[src/hdl/csc_pkg.sv]
// ----------------------------------------------------------------------------
// csc_pkg - shared types and constants for the comet shimmer color block
// Sequencer states, register indexes, color constants and the divide-by-255
// helper used when blending each channel.
// ----------------------------------------------------------------------------
package csc_pkg;

	// Field and register widths fixed by the interface
	localparam int COLUMN_W  = 10;
	localparam int CH_W      = 8;
	localparam int V_W       = 8;
	localparam int CFG_W     = 12;
	localparam int CFG_IDX_W = 2;

	// Register indexes of the configuration port
	localparam logic [CFG_IDX_W-1:0] REG_NUM_COLS  = 2'd0;
	localparam logic [CFG_IDX_W-1:0] REG_HEAD_STEP = 2'd1;
	localparam logic [CFG_IDX_W-1:0] REG_TRAIL_DIV = 2'd2;

	// Register reset values
	localparam logic [10:0]        NUM_COLS_RST  = 11'd80;
	localparam logic signed [11:0] HEAD_STEP_RST = -12'sd6;
	localparam logic [10:0]        TRAIL_DIV_RST = 11'd1;

	// Comet geometry
	localparam int LEAD_SHIFT = 4;
	localparam int LEAD_MIN   = 2;
	localparam int TRAIL_MIN  = 8;

	// Dim base color and span up to the head color
	localparam logic [CH_W-1:0] RED_BASE = 8'd15;
	localparam logic [CH_W-1:0] RED_SPAN = 8'd240;
	localparam logic [CH_W-1:0] GRN_BASE = 8'd12;
	localparam logic [CH_W-1:0] GRN_SPAN = 8'd208;
	localparam logic [CH_W-1:0] BLU_BASE = 8'd10;
	localparam logic [CH_W-1:0] BLU_SPAN = 8'd190;

	typedef enum logic [3:0] {
		ST_IDLE,
		ST_TDIV,
		ST_TDIV_WAIT,
		ST_WRAP,
		ST_SEL,
		ST_MUL1,
		ST_MUL2,
		ST_DIV_GO,
		ST_DIV_WAIT,
		ST_BLEND,
		ST_BLEND_WAIT,
		ST_OUT,
		ST_HEAD,
		ST_HEAD_WAIT
	} csc_state_t;

	// floor(x / 255) for x below 65280
	function automatic logic [CH_W-1:0] div255(input logic [15:0] x);
		logic [16:0] t;
		t = {1'b0, x} + 17'd1 + {9'd0, x[15:8]};
		return t[15:8];
	endfunction

endpackage

[src/hdl/csc_if.sv]
// ----------------------------------------------------------------------------
// csc_if - request and result channels of the comet shimmer color block
// Valid/ready channels; a request moves when valid and ready are both high.
// ----------------------------------------------------------------------------
interface csc_col_if import csc_pkg::*; ();
	logic                valid;
	logic                ready;
	logic [COLUMN_W-1:0] column;
	logic                frame_end;

	modport source(output valid, output column, output frame_end, input ready);
	modport sink(input valid, input column, input frame_end, output ready);
endinterface

interface csc_color_if import csc_pkg::*; ();
	logic            valid;
	logic            ready;
	logic [CH_W-1:0] red;
	logic [CH_W-1:0] green;
	logic [CH_W-1:0] blue;
	logic            color_changed;

	modport source(output valid, output red, output green, output blue,
		output color_changed, input ready);
	modport sink(input valid, input red, input green, input blue,
		input color_changed, output ready);
endinterface

[src/hdl/csc_smul.sv]
// ----------------------------------------------------------------------------
// csc_smul - bit-serial shift-add multiplier
// Consumes one multiplier bit per cycle, LSB first.
// ----------------------------------------------------------------------------
module csc_smul import csc_pkg::*; #(
	parameter int AW = 8,
	parameter int BW = 8
) (
	input  logic            clk,
	input  logic            arst_n,
	input  logic            start,
	input  logic [AW-1:0]   a,
	input  logic [BW-1:0]   b,
	output logic            busy,
	output logic [AW+BW-1:0] prod
);

	localparam int PW  = AW + BW;
	localparam int CTW = $clog2(BW + 1);

	logic [CTW-1:0] cnt_q;
	logic [PW-1:0]  a_q;
	logic [BW-1:0]  b_q;
	logic [PW-1:0]  prod_q;

	// Count remaining multiplier bits
	always_ff @(posedge clk or negedge arst_n) begin
		if (!arst_n) begin
			cnt_q <= '0;
		end else if (start) begin
			cnt_q <= CTW'(BW);
		end else if (cnt_q != '0) begin
			cnt_q <= cnt_q - CTW'(1);
		end
	end

	// Add the shifted multiplicand for each set bit
	always_ff @(posedge clk) begin
		if (start) begin
			a_q    <= PW'(a);
			b_q    <= b;
			prod_q <= '0;
		end else if (cnt_q != '0) begin
			if (b_q[0]) begin
				prod_q <= prod_q + a_q;
			end
			a_q <= a_q << 1;
			b_q <= b_q >> 1;
		end
	end

	assign busy = (cnt_q != '0);
	assign prod = prod_q;

endmodule

[src/hdl/csc_div.sv]
// ----------------------------------------------------------------------------
// csc_div - restoring divider, one quotient bit per cycle
// Starts from a given partial remainder and shifts in the numerator bits MSB
// first, so a division with a known short quotient runs only that many steps.
// ----------------------------------------------------------------------------
module csc_div import csc_pkg::*; #(
	parameter int LW  = 12,
	parameter int DW  = 33,
	parameter int CTW = 4
) (
	input  logic           clk,
	input  logic           arst_n,
	input  logic           start,
	input  logic [DW-1:0]  rem_init,
	input  logic [LW-1:0]  num,
	input  logic [DW-1:0]  den,
	input  logic [CTW-1:0] count,
	output logic           busy,
	output logic [LW-1:0]  quot,
	output logic [DW-1:0]  rem
);

	logic [CTW-1:0] cnt_q;
	logic [DW-1:0]  rem_q;
	logic [LW-1:0]  num_q;
	logic [LW-1:0]  quot_q;
	logic [DW-1:0]  den_q;

	logic [DW:0]    shifted;
	logic [DW+1:0]  diff;
	logic           fits;

	// Trial subtract of the divisor from the shifted remainder
	always_comb begin
		shifted = {rem_q, num_q[LW-1]};
		diff    = {1'b0, shifted} - {2'b00, den_q};
		fits    = !diff[DW+1];
	end

	// Count remaining quotient bits
	always_ff @(posedge clk or negedge arst_n) begin
		if (!arst_n) begin
			cnt_q <= '0;
		end else if (start) begin
			cnt_q <= count;
		end else if (cnt_q != '0) begin
			cnt_q <= cnt_q - CTW'(1);
		end
	end

	// Advance one quotient bit
	always_ff @(posedge clk) begin
		if (start) begin
			rem_q  <= rem_init;
			num_q  <= num;
			den_q  <= den;
			quot_q <= '0;
		end else if (cnt_q != '0) begin
			rem_q  <= fits ? diff[DW-1:0] : shifted[DW-1:0];
			num_q  <= num_q << 1;
			quot_q <= {quot_q[LW-2:0], fits};
		end
	end

	assign busy = (cnt_q != '0);
	assign quot = quot_q;
	assign rem  = rem_q;

endmodule

[src/hdl/comet_shimmer_color.sv]
// ----------------------------------------------------------------------------
// comet_shimmer_color - color of one column of a moving comet highlight
// Requests on col_req carry a column and a frame-end mark; each request gives
// one result on color_rsp with the red, green and blue channels and a flag set
// when the color differs from the previous column's (always set at column 0).
// Registers are written on cfg_we with cfg_index/cfg_data (0 column count,
// 1 signed head step per frame, 2 trail divisor); the user must write them
// only while idle, which the block itself does not enforce.
// One request is in work at a time; a frame-end request adds the head update.
// The work is done by the bit-serial units: the trail half-width division and
// the head modulo (one bit per cycle over the divider's numerator width), two
// passes of the serial multipliers (one bit per cycle over the column-count
// width) and the 8-step intensity division, for a column inside the comet only,
// and the 8-step channel blend for every column.
// The result waits in an output register; while the receiver stalls, the
// sequencer holds at the result step and then finishes the head update.
// Reset restores the register defaults (80 columns, step -6, divisor 1),
// puts the head at column 0 and clears the previous color.
// ----------------------------------------------------------------------------
module comet_shimmer_color import csc_pkg::*; #(
	parameter int MAX_COLS = 1024
) (
	input  logic                 clk,
	input  logic                 arst_n,
	csc_col_if.sink              col_req,
	csc_color_if.source          color_rsp,
	input  logic                 cfg_we,
	input  logic [CFG_IDX_W-1:0] cfg_index,
	input  logic [CFG_W-1:0]     cfg_data
);

	localparam int CNW  = $clog2(MAX_COLS + 1);
	localparam int HPW  = $clog2(MAX_COLS);
	localparam int MW   = $clog2(MAX_COLS + 2047);
	localparam int LW   = MW;
	localparam int SSW  = MW + 1;
	localparam int DW   = 3 * CNW;
	localparam int NW   = DW + V_W;
	localparam int CTW  = $clog2(LW + 1);
	localparam int DSW  = ((CNW > COLUMN_W) ? CNW : COLUMN_W) + 2;
	localparam int CMPW = (CNW > 11) ? CNW : 11;

	// Configuration registers
	logic [10:0]        num_cols_q;
	logic signed [11:0] head_step_q;
	logic [10:0]        trail_div_q;

	// Sequencer and per-request state
	csc_state_t          state_q, state_d;
	logic [COLUMN_W-1:0] col_q;
	logic                fe_q;
	logic [HPW-1:0]      head_q;
	logic [CNW-1:0]      tail_hw_q;
	logic signed [DSW-1:0] delta_q;
	logic                lead_q;
	logic [CNW-1:0]      d_q;
	logic [CNW-1:0]      h_q;
	logic [2*CNW-1:0]    d2_q;
	logic [2*CNW-1:0]    h2_q;
	logic [NW-1:0]       n_q;
	logic [DW-1:0]       den_q;
	logic [V_W-1:0]      v_q;
	logic [3*CH_W-1:0]   prev_q;

	// Output register
	logic                out_valid_q;
	logic [CH_W-1:0]     red_q, green_q, blue_q;
	logic                changed_q;

	// Derived geometry
	logic [CNW-1:0]      cols;
	logic [CNW-1:0]      half;
	logic [CNW-1:0]      hw_lead;
	logic [CNW-1:0]      lead_raw;
	logic [10:0]         tdiv;

	// Wrap and selection
	logic signed [DSW-1:0] half_s, cols_s;
	logic signed [DSW-1:0] dw0, dw1, dw2;
	logic [DSW-1:0]      dist_abs;
	logic                step_pos;
	logic                lead;
	logic [CNW-1:0]      hw;
	logic                in_range;
	logic [CNW-1:0]      d;

	// Head update
	logic signed [SSW-1:0] sum;
	logic [SSW-1:0]      mag;
	logic [CNW-1:0]      hrem;

	// Result forming
	logic [3*CNW-1:0]    num_x;
	logic [CH_W-1:0]     red_c, green_c, blue_c;
	logic [3*CH_W-1:0]   color_c;

	// Unit controls
	logic                div_start;
	logic [DW-1:0]       div_rem_init;
	logic [LW-1:0]       div_num;
	logic [DW-1:0]       div_den;
	logic [CTW-1:0]      div_count;
	logic                div_busy;
	logic [LW-1:0]       div_quot;
	logic [DW-1:0]       div_rem;

	logic                mul_start;
	logic                mul_pass2;
	logic [2*CNW-1:0]    nmul_a, dmul_a;
	logic [CNW-1:0]      nmul_b, dmul_b;
	logic                nmul_busy, dmul_busy, mul_busy;
	logic [3*CNW-1:0]    nmul_prod, dmul_prod;

	logic                blend_start;
	logic                rmul_busy, gmul_busy, bmul_busy, blend_busy;
	logic [2*CH_W-1:0]   rmul_prod, gmul_prod, bmul_prod;

	logic                out_load;
	logic                req_accept;

	// Write configuration registers
	always_ff @(posedge clk or negedge arst_n) begin
		if (!arst_n) begin
			num_cols_q  <= NUM_COLS_RST;
			head_step_q <= HEAD_STEP_RST;
			trail_div_q <= TRAIL_DIV_RST;
		end else if (cfg_we) begin
			case (cfg_index)
				REG_NUM_COLS:  num_cols_q  <= cfg_data[10:0];
				REG_HEAD_STEP: head_step_q <= $signed(cfg_data[11:0]);
				REG_TRAIL_DIV: trail_div_q <= cfg_data[10:0];
				default: ;
			endcase
		end
	end

	// Clamp the column count, form the lead half-width
	always_comb begin
		if (num_cols_q == '0) begin
			cols = CNW'(1);
		end else if (CMPW'(num_cols_q) > CMPW'(MAX_COLS)) begin
			cols = CNW'(MAX_COLS);
		end else begin
			cols = CNW'(num_cols_q);
		end
		half     = cols >> 1;
		lead_raw = cols >> LEAD_SHIFT;
		hw_lead  = (lead_raw < CNW'(LEAD_MIN)) ? CNW'(LEAD_MIN) : lead_raw;
		tdiv     = (trail_div_q == '0) ? 11'd1 : trail_div_q;
	end

	// Wrap the signed distance to the head once in each direction
	always_comb begin
		half_s = $signed({{(DSW-CNW){1'b0}}, half});
		cols_s = $signed({{(DSW-CNW){1'b0}}, cols});
		dw0 = $signed({{(DSW-COLUMN_W){1'b0}}, col_q}) - $signed({{(DSW-HPW){1'b0}}, head_q});
		dw1 = (dw0 > half_s) ? dw0 - cols_s : dw0;
		dw2 = (dw1 < -half_s) ? dw1 + cols_s : dw1;
	end

	// Pick the side, half-width and remaining depth into the comet
	always_comb begin
		dist_abs = (delta_q < 0) ? DSW'(-delta_q) : DSW'(delta_q);
		step_pos = (head_step_q > 12'sd0);
		lead     = step_pos ? (delta_q > 0) : (delta_q < 0);
		hw       = lead ? hw_lead : tail_hw_q;
		in_range = (DSW'(hw) > dist_abs);
		d        = hw - dist_abs[CNW-1:0];
	end

	// Head plus step, split into sign and magnitude for the modulo
	always_comb begin
		sum  = $signed({{(SSW-HPW){1'b0}}, head_q})
			+ $signed({{(SSW-12){head_step_q[11]}}, head_step_q});
		mag  = (sum < 0) ? SSW'(-sum) : SSW'(sum);
		hrem = div_rem[CNW-1:0];
	end

	// Blend each channel from the dim base
	always_comb begin
		num_x   = lead_q ? (3*CNW)'(d2_q) : nmul_prod;
		red_c   = RED_BASE + div255(rmul_prod);
		green_c = GRN_BASE + div255(gmul_prod);
		blue_c  = BLU_BASE + div255(bmul_prod);
		color_c = {red_c, green_c, blue_c};
	end

	assign mul_busy   = nmul_busy | dmul_busy;
	assign blend_busy = rmul_busy | gmul_busy | bmul_busy;

	// Sequencer state register
	always_ff @(posedge clk or negedge arst_n) begin
		if (!arst_n) begin
			state_q <= ST_IDLE;
		end else begin
			state_q <= state_d;
		end
	end

	// Next state
	always_comb begin
		state_d = state_q;
		case (state_q)
			ST_IDLE:       if (col_req.valid) state_d = ST_TDIV;
			ST_TDIV:       state_d = ST_TDIV_WAIT;
			ST_TDIV_WAIT:  if (!div_busy) state_d = ST_WRAP;
			ST_WRAP:       state_d = ST_SEL;
			ST_SEL:        state_d = in_range ? ST_MUL1 : ST_BLEND;
			ST_MUL1:       if (!mul_busy) state_d = ST_MUL2;
			ST_MUL2:       if (!mul_busy) state_d = ST_DIV_GO;
			ST_DIV_GO:     state_d = ST_DIV_WAIT;
			ST_DIV_WAIT:   if (!div_busy) state_d = ST_BLEND;
			ST_BLEND:      state_d = ST_BLEND_WAIT;
			ST_BLEND_WAIT: if (!blend_busy) state_d = ST_OUT;
			ST_OUT: begin
				if (!out_valid_q || color_rsp.ready) begin
					state_d = fe_q ? ST_HEAD : ST_IDLE;
				end
			end
			ST_HEAD:       state_d = ST_HEAD_WAIT;
			ST_HEAD_WAIT:  if (!div_busy) state_d = ST_IDLE;
			default:       state_d = ST_IDLE;
		endcase
	end

	// Sequencer outputs: unit starts and operand selection
	always_comb begin
		col_req.ready = 1'b0;
		div_start     = 1'b0;
		div_rem_init  = '0;
		div_num       = '0;
		div_den       = '0;
		div_count     = '0;
		mul_start     = 1'b0;
		mul_pass2     = 1'b0;
		blend_start   = 1'b0;
		out_load      = 1'b0;
		case (state_q)
			ST_IDLE: col_req.ready = 1'b1;
			ST_TDIV: begin
				div_start = 1'b1;
				div_num   = LW'(cols);
				div_den   = DW'(tdiv);
				div_count = CTW'(LW);
			end
			ST_SEL: mul_start = in_range;
			ST_MUL1: begin
				mul_start = !mul_busy;
				mul_pass2 = 1'b1;
			end
			ST_DIV_GO: begin
				div_start    = 1'b1;
				div_rem_init = n_q[NW-1:V_W];
				div_num      = {n_q[V_W-1:0], {(LW-V_W){1'b0}}};
				div_den      = den_q;
				div_count    = CTW'(V_W);
			end
			ST_BLEND: blend_start = 1'b1;
			ST_OUT:   out_load = !out_valid_q || color_rsp.ready;
			ST_HEAD: begin
				div_start = 1'b1;
				div_num   = mag[LW-1:0];
				div_den   = DW'(cols);
				div_count = CTW'(LW);
			end
			default: ;
		endcase
	end

	assign req_accept = col_req.valid && col_req.ready;

	// Multiplier operands: first pass squares, second pass cubes
	always_comb begin
		nmul_a = mul_pass2 ? nmul_prod[2*CNW-1:0] : (2*CNW)'(d);
		nmul_b = mul_pass2 ? d_q : d;
		dmul_a = mul_pass2 ? dmul_prod[2*CNW-1:0] : (2*CNW)'(hw);
		dmul_b = mul_pass2 ? h_q : hw;
	end

	// Head position, previous color and result valid
	always_ff @(posedge clk or negedge arst_n) begin
		if (!arst_n) begin
			head_q      <= '0;
			prev_q      <= '0;
			out_valid_q <= 1'b0;
		end else begin
			if (out_load) begin
				out_valid_q <= 1'b1;
				prev_q      <= color_c;
			end else if (color_rsp.ready) begin
				out_valid_q <= 1'b0;
			end
			if (state_q == ST_HEAD_WAIT && !div_busy) begin
				head_q <= (sum < 0 && hrem != '0) ? HPW'(cols - hrem) : HPW'(hrem);
			end
		end
	end

	// Capture per-request working values
	always_ff @(posedge clk) begin
		if (req_accept) begin
			col_q <= col_req.column;
			fe_q  <= col_req.frame_end;
		end
		if (state_q == ST_TDIV_WAIT && !div_busy) begin
			tail_hw_q <= (div_quot < LW'(TRAIL_MIN)) ? CNW'(TRAIL_MIN) : CNW'(div_quot);
		end
		if (state_q == ST_WRAP) begin
			delta_q <= dw2;
		end
		if (state_q == ST_SEL) begin
			lead_q <= lead;
			d_q    <= d;
			h_q    <= hw;
			if (!in_range) begin
				v_q <= '0;
			end
		end
		if (state_q == ST_MUL1 && !mul_busy) begin
			d2_q <= nmul_prod[2*CNW-1:0];
			h2_q <= dmul_prod[2*CNW-1:0];
		end
		if (state_q == ST_MUL2 && !mul_busy) begin
			n_q   <= {num_x, {V_W{1'b0}}} - NW'(num_x);
			den_q <= lead_q ? DW'(h2_q) : dmul_prod;
		end
		if (state_q == ST_DIV_WAIT && !div_busy) begin
			v_q <= div_quot[V_W-1:0];
		end
		if (out_load) begin
			red_q     <= red_c;
			green_q   <= green_c;
			blue_q    <= blue_c;
			changed_q <= (col_q == '0) || (color_c != prev_q);
		end
	end

	// Shared divider: trail half-width, intensity ratio, head modulo
	csc_div #(
		.LW  (LW),
		.DW  (DW),
		.CTW (CTW)
	) u_div (
		.clk      (clk),
		.arst_n   (arst_n),
		.start    (div_start),
		.rem_init (div_rem_init),
		.num      (div_num),
		.den      (div_den),
		.count    (div_count),
		.busy     (div_busy),
		.quot     (div_quot),
		.rem      (div_rem)
	);

	// Numerator lane: powers of the depth into the comet
	csc_smul #(
		.AW (2*CNW),
		.BW (CNW)
	) u_nmul (
		.clk    (clk),
		.arst_n (arst_n),
		.start  (mul_start),
		.a      (nmul_a),
		.b      (nmul_b),
		.busy   (nmul_busy),
		.prod   (nmul_prod)
	);

	// Denominator lane: powers of the half-width
	csc_smul #(
		.AW (2*CNW),
		.BW (CNW)
	) u_dmul (
		.clk    (clk),
		.arst_n (arst_n),
		.start  (mul_start),
		.a      (dmul_a),
		.b      (dmul_b),
		.busy   (dmul_busy),
		.prod   (dmul_prod)
	);

	// Channel blend: span times intensity
	csc_smul #(.AW(CH_W), .BW(V_W)) u_rmul (
		.clk    (clk),
		.arst_n (arst_n),
		.start  (blend_start),
		.a      (RED_SPAN),
		.b      (v_q),
		.busy   (rmul_busy),
		.prod   (rmul_prod)
	);

	csc_smul #(.AW(CH_W), .BW(V_W)) u_gmul (
		.clk    (clk),
		.arst_n (arst_n),
		.start  (blend_start),
		.a      (GRN_SPAN),
		.b      (v_q),
		.busy   (gmul_busy),
		.prod   (gmul_prod)
	);

	csc_smul #(.AW(CH_W), .BW(V_W)) u_bmul (
		.clk    (clk),
		.arst_n (arst_n),
		.start  (blend_start),
		.a      (BLU_SPAN),
		.b      (v_q),
		.busy   (bmul_busy),
		.prod   (bmul_prod)
	);

	// Drive the result channel from the output register
	assign color_rsp.valid         = out_valid_q;
	assign color_rsp.red           = red_q;
	assign color_rsp.green         = green_q;
	assign color_rsp.blue          = blue_q;
	assign color_rsp.color_changed = changed_q;

endmodule
[src/flat_wrapper.sv]
// flat-port wrapper written by rule: the top's interface ports become plain ports
module comet_shimmer_color_flat import csc_pkg::*;
#(
	parameter int MAX_COLS = 1024
)
  (clk, arst_n, cfg_we, cfg_index, cfg_data, col_req_valid, col_req_column, col_req_frame_end, col_req_ready, color_rsp_valid, color_rsp_red, color_rsp_green, color_rsp_blue, color_rsp_color_changed, color_rsp_ready);
  csc_col_if col_req_i ();
  csc_color_if color_rsp_i ();
  input  logic clk;
  input  logic arst_n;
  input  logic cfg_we;
  input  logic [CFG_IDX_W-1:0] cfg_index;
  input  logic [CFG_W-1:0] cfg_data;
  input wire logic [$bits(col_req_i.valid)-1:0] col_req_valid;
  input wire logic [$bits(col_req_i.column)-1:0] col_req_column;
  input wire logic [$bits(col_req_i.frame_end)-1:0] col_req_frame_end;
  output wire logic [$bits(col_req_i.ready)-1:0] col_req_ready;
  output wire logic [$bits(color_rsp_i.valid)-1:0] color_rsp_valid;
  output wire logic [$bits(color_rsp_i.red)-1:0] color_rsp_red;
  output wire logic [$bits(color_rsp_i.green)-1:0] color_rsp_green;
  output wire logic [$bits(color_rsp_i.blue)-1:0] color_rsp_blue;
  output wire logic [$bits(color_rsp_i.color_changed)-1:0] color_rsp_color_changed;
  input wire logic [$bits(color_rsp_i.ready)-1:0] color_rsp_ready;
  assign col_req_i.valid = col_req_valid;
  assign col_req_i.column = col_req_column;
  assign col_req_i.frame_end = col_req_frame_end;
  assign col_req_ready = col_req_i.ready;
  assign color_rsp_valid = color_rsp_i.valid;
  assign color_rsp_red = color_rsp_i.red;
  assign color_rsp_green = color_rsp_i.green;
  assign color_rsp_blue = color_rsp_i.blue;
  assign color_rsp_color_changed = color_rsp_i.color_changed;
  assign color_rsp_i.ready = color_rsp_ready;
  comet_shimmer_color #(.MAX_COLS(MAX_COLS)) u_core (.clk(clk), .arst_n(arst_n), .col_req(col_req_i), .color_rsp(color_rsp_i), .cfg_we(cfg_we), .cfg_index(cfg_index), .cfg_data(cfg_data));
endmodule
[config.mk]
export PLATFORM = sky130hd
export DESIGN_NAME = comet_shimmer_color_flat
export DESIGN_NICKNAME = d
export VERILOG_FILES = /design/src/hdl/csc_pkg.sv /design/src/hdl/csc_if.sv /design/src/hdl/csc_smul.sv /design/src/hdl/csc_div.sv /design/src/hdl/comet_shimmer_color.sv /design/src/flat_wrapper.sv
export SDC_FILE = /design/constraint.sdc
export NUM_CORES = 2
export LEC_CHECK = 0
export BUFFER_PORTS_ARGS = -buffer_cell sky130_fd_sc_hd__buf_4
export CAP_MARGIN = 20
export CORE_MARGIN = 2
export CORE_UTILIZATION = 35
export CTS_BUF_LIST = sky130_fd_sc_hd__clkbuf_4 sky130_fd_sc_hd__clkbuf_8
export DETAILED_ROUTE_END_ITERATION = 10
export HOLD_SLACK_MARGIN = 0.05
export SYNTH_ARGS = -nofsm -noshare
export SYNTH_HDL_FRONTEND = slang
export SYNTH_SLANG_ARGS = --single-unit
[constraint.sdc]
create_clock -name clk -period 6.46 [get_ports clk]
set_input_delay 0 -clock clk [delete_from_list [all_inputs] [get_ports clk]]
set_output_delay 0 -clock clk [all_outputs]
set_load 0.01 [all_outputs]
==> flow_summary.ini <==
[pwr]
finalPower_mw = 26.64
p_leak_nw = 18.26
power.density_mw_per_mm2 = 603.1
vdd_drop_max_mv = 0.2716

[synth]
ys_seq_area_frac = 0.4447
netlist_area_mm2 = 0.03896
synth_top_area_share = 0.2905
syn_avg_cell_area_um2 = 9.366
yosysTopAreaCell = edfxtp_1
synth.distinct_cells = 92
synth_edf_count = 377
synth.ff_latch_count = 652
synthFlopType = edfxtp_1
yosys_warnings = 0
synth_area_leaders = edfxtp_1 29%, dfxtp_1 9.1%, ha_1 8.7%
synthArstFlopShare = 0.1488
yosysMostFrequentCell = nand2_1
synth_common_cells = 623 x nand2_1, 385 x a21oi_1, 377 x edfxtp_1
syn_nets = 4473
syn_inst = 4160

[run_status]
status = finished clean

[floorplan]
rows = 122
die_w_um = 337.7
coreArea_mm2 = 0.1105
start_util = 0.3526
die_h_um = 337.7
dieArea_mm2 = 0.1140
io_pins = 57

[grt]
track_usage = 0.1715
grt_pass1_wl_mm = 157.7
grt_start_max_net_pins = 87
grt_overflow = 0
antenna_found_initial = 3
first_global_vias = 28880

[detailed_routing]
ant_nets = 0
wl_per_cell_um = 16.86
avgViaCountPerCell = 5.193
drt_pass1_iterations = 6
drt_iter0_markers = 2494
drc = 0
wl_mm = 98.68
vias = 30400

[sta]
finalCriticalPeriod_ps = 5952
post-route-period-util = 0.9214
setup_viol = 0
fmax_mhz = 168.0
fin_setup_tns_ps = 0
slew-limit-headroom = 0.3328
hold_viol_final = 0
finClkSkew_ps = 102.4
finalMaxSlewViolations = 0
rsz0062_at_grt = no
worst_pin_slew_ps = 999.7

[place]
port_buffers = 56
gp_congestion = 0.8576
placed_area_mm2 = 0.04102
dp_hpwl_mm = 71.48

[clocking]
cts_made_buffers = 113
cts.sink_count = 652
cts_buffer_depth = 3
cts-root-buf = clkbuf_8
clkTransAtPathRegs_ps = 70
clk_latency_ps = 850
cts-htree-levels = 3
cts_tree = done

[worst_hold_path]
min_path_type = in2reg

[final_layout]
final_net_count = 4575
area_delta_synth_final_pct = 13.35
layout-drive-gt1-share = 0.1031
fill_cells = 11010
final_area_mm2 = 0.04417

[worst_setup_path]
arrival_ps = 6540
worstSetupPathType = reg2reg
critPathMaxFanout = 4
worstPathRequired_ps = 7050
endpoint_kind = flop
cp-start-kind = flop

[job]
drv_cap = 0
[flip-flops by register name, indices dropped and copies added, names as in the netlist, 33 cells and up]
signal and count:
u_core.den_q 33, u_core.n_q 41, u_core.u_div.den_q 33, u_core.u_div.rem 33, u_core.u_dmul.a_q 33, u_core.u_dmul.prod 33, u_core.u_nmul.a_q 33, u_core.u_nmul.prod 33
[repair_timing]
action,4_1_cts,5_1_grt
setup endpoints to repair,0,2
buffers inserted,0,1
endpoints found under the hold margin,128,0
gates resized for setup,0,1
hold buffers,55,0
[kinds of logic (layout without fill, tap and decap cells)]
family / count (synthesis) / after routing / synth area share
multiplexers: 116 / 116 / 0.03259
adder cells (fa/ha/maj): 286 / 286 / 0.09402
flip-flops: 652 / 652 / 0.4447
buffers and inverters: 392 / 595 / 0.03908
AO/OA/AOI/OAI: 1045 / 1045 / 0.1661
other: 0 / 3 / 0
AND/OR/NAND/NOR: 1414 / 1414 / 0.1661
XOR/XNOR: 255 / 255 / 0.05732
[power by group]
| group | switching, mW | internal, mW |
|---|---|---|
| Sequential | 1.27 | 6.46 |
| Clock | 1.85 | 2.35 |
| Combinational | 8.50 | 6.21 |
| Total | 11.6 | 15.0 |
[worst max-delay path, cell delays in order, from the launching register on]
cell and delay (ps):
edfxtp_1 380, inv_1 70, ha_1 170, inv_1 60, fa_1 420, a21o_1 220
a2111oi_2 380, a211oi_1 160, xnor2_1 280, ha_1 300, nand2_1 100, a211oi_1 50
a2111o_1 400, and3_1 240, mux2i_1 200, ha_1 240, fa_1 410, a21o_1 180
a21oi_1 220, inv_1 80, maj3_2 320, a41oi_1 330, nor3b_1 300, nor4b_2 90
xor2_1 150
[area by class of cell]
type	count	area, um^2	share of cell area
inverters	216	810.8	0.01836
clock inverters	45	457.9	0.01037
clock buffers	171	2097	0.04748
repair buffers	163	1386	0.03139
diodes	3	7.507	0.0001700
multi-input cells	3116	20220	0.4577
well taps	1488	1862	0.04215
flip-flops and latches	652	17330	0.3923
[routing by layer]
layer / wire, um / vias up / global-route usage
met2: 44540 / 628 / 0.2737
met5: 0 / - / 0
met1: 47430 / 14480 / 0.2426
met3: 4619 / 145 / 0.02300
li1: - / 15150 / -
met4: 2088 / 0 / 0.04757
[worst paths after layout]
kind,end,slack (ps),cells past startpoint,start
min in group asynchronous,u_core.u_nmul.cnt_q[3],350,4,arst_n
hold / removal,u_core.color_rsp.valid,190,4,color_rsp_ready
setup / recovery,u_core.delta_q[12],510,24,u_core.col_q[0]
hold reg to reg,u_core.u_div.quot[11],440,2,u_core.u_div.quot[10]
max in group asynchronous,u_core.u_gmul.cnt_q[1],5170,4,arst_n
setup reg to reg,u_core.delta_q[12],510,24,u_core.col_q[0]
[through the flow]
step | utilization | cells | hold WS [ps] | setup slack (ps)
after floorplan | - | 4160 | -295.6 | 858.2
after global placement | 0.3711 | 5577 | 88.35 | 375.6
after detailed placement | 0.3712 | 5578 | 86.36 | 304.4
after CTS | 0.3994 | 5849 | 107.3 | 323.8
after global routing | 0.3996 | 5853 | 196.5 | 61.60
final | 0.3996 | 5854 | 191.3 | 507.7
[cell usage in the layout, fill, tap and decap left out, types with 88 or more instances in the layout]
cell,count
a21oi_1,385
buf_4,105
nor2_1,280
dfxtp_1,178
xnor2_1,159
clkbuf_8,130
nand2_1,622
a21o_1,88
inv_1,214
ha_1,271
edfxtp_1,377
xor2_1,96
o21ai_0,209
No activity file was read; power rests on OpenSTA's default activity.
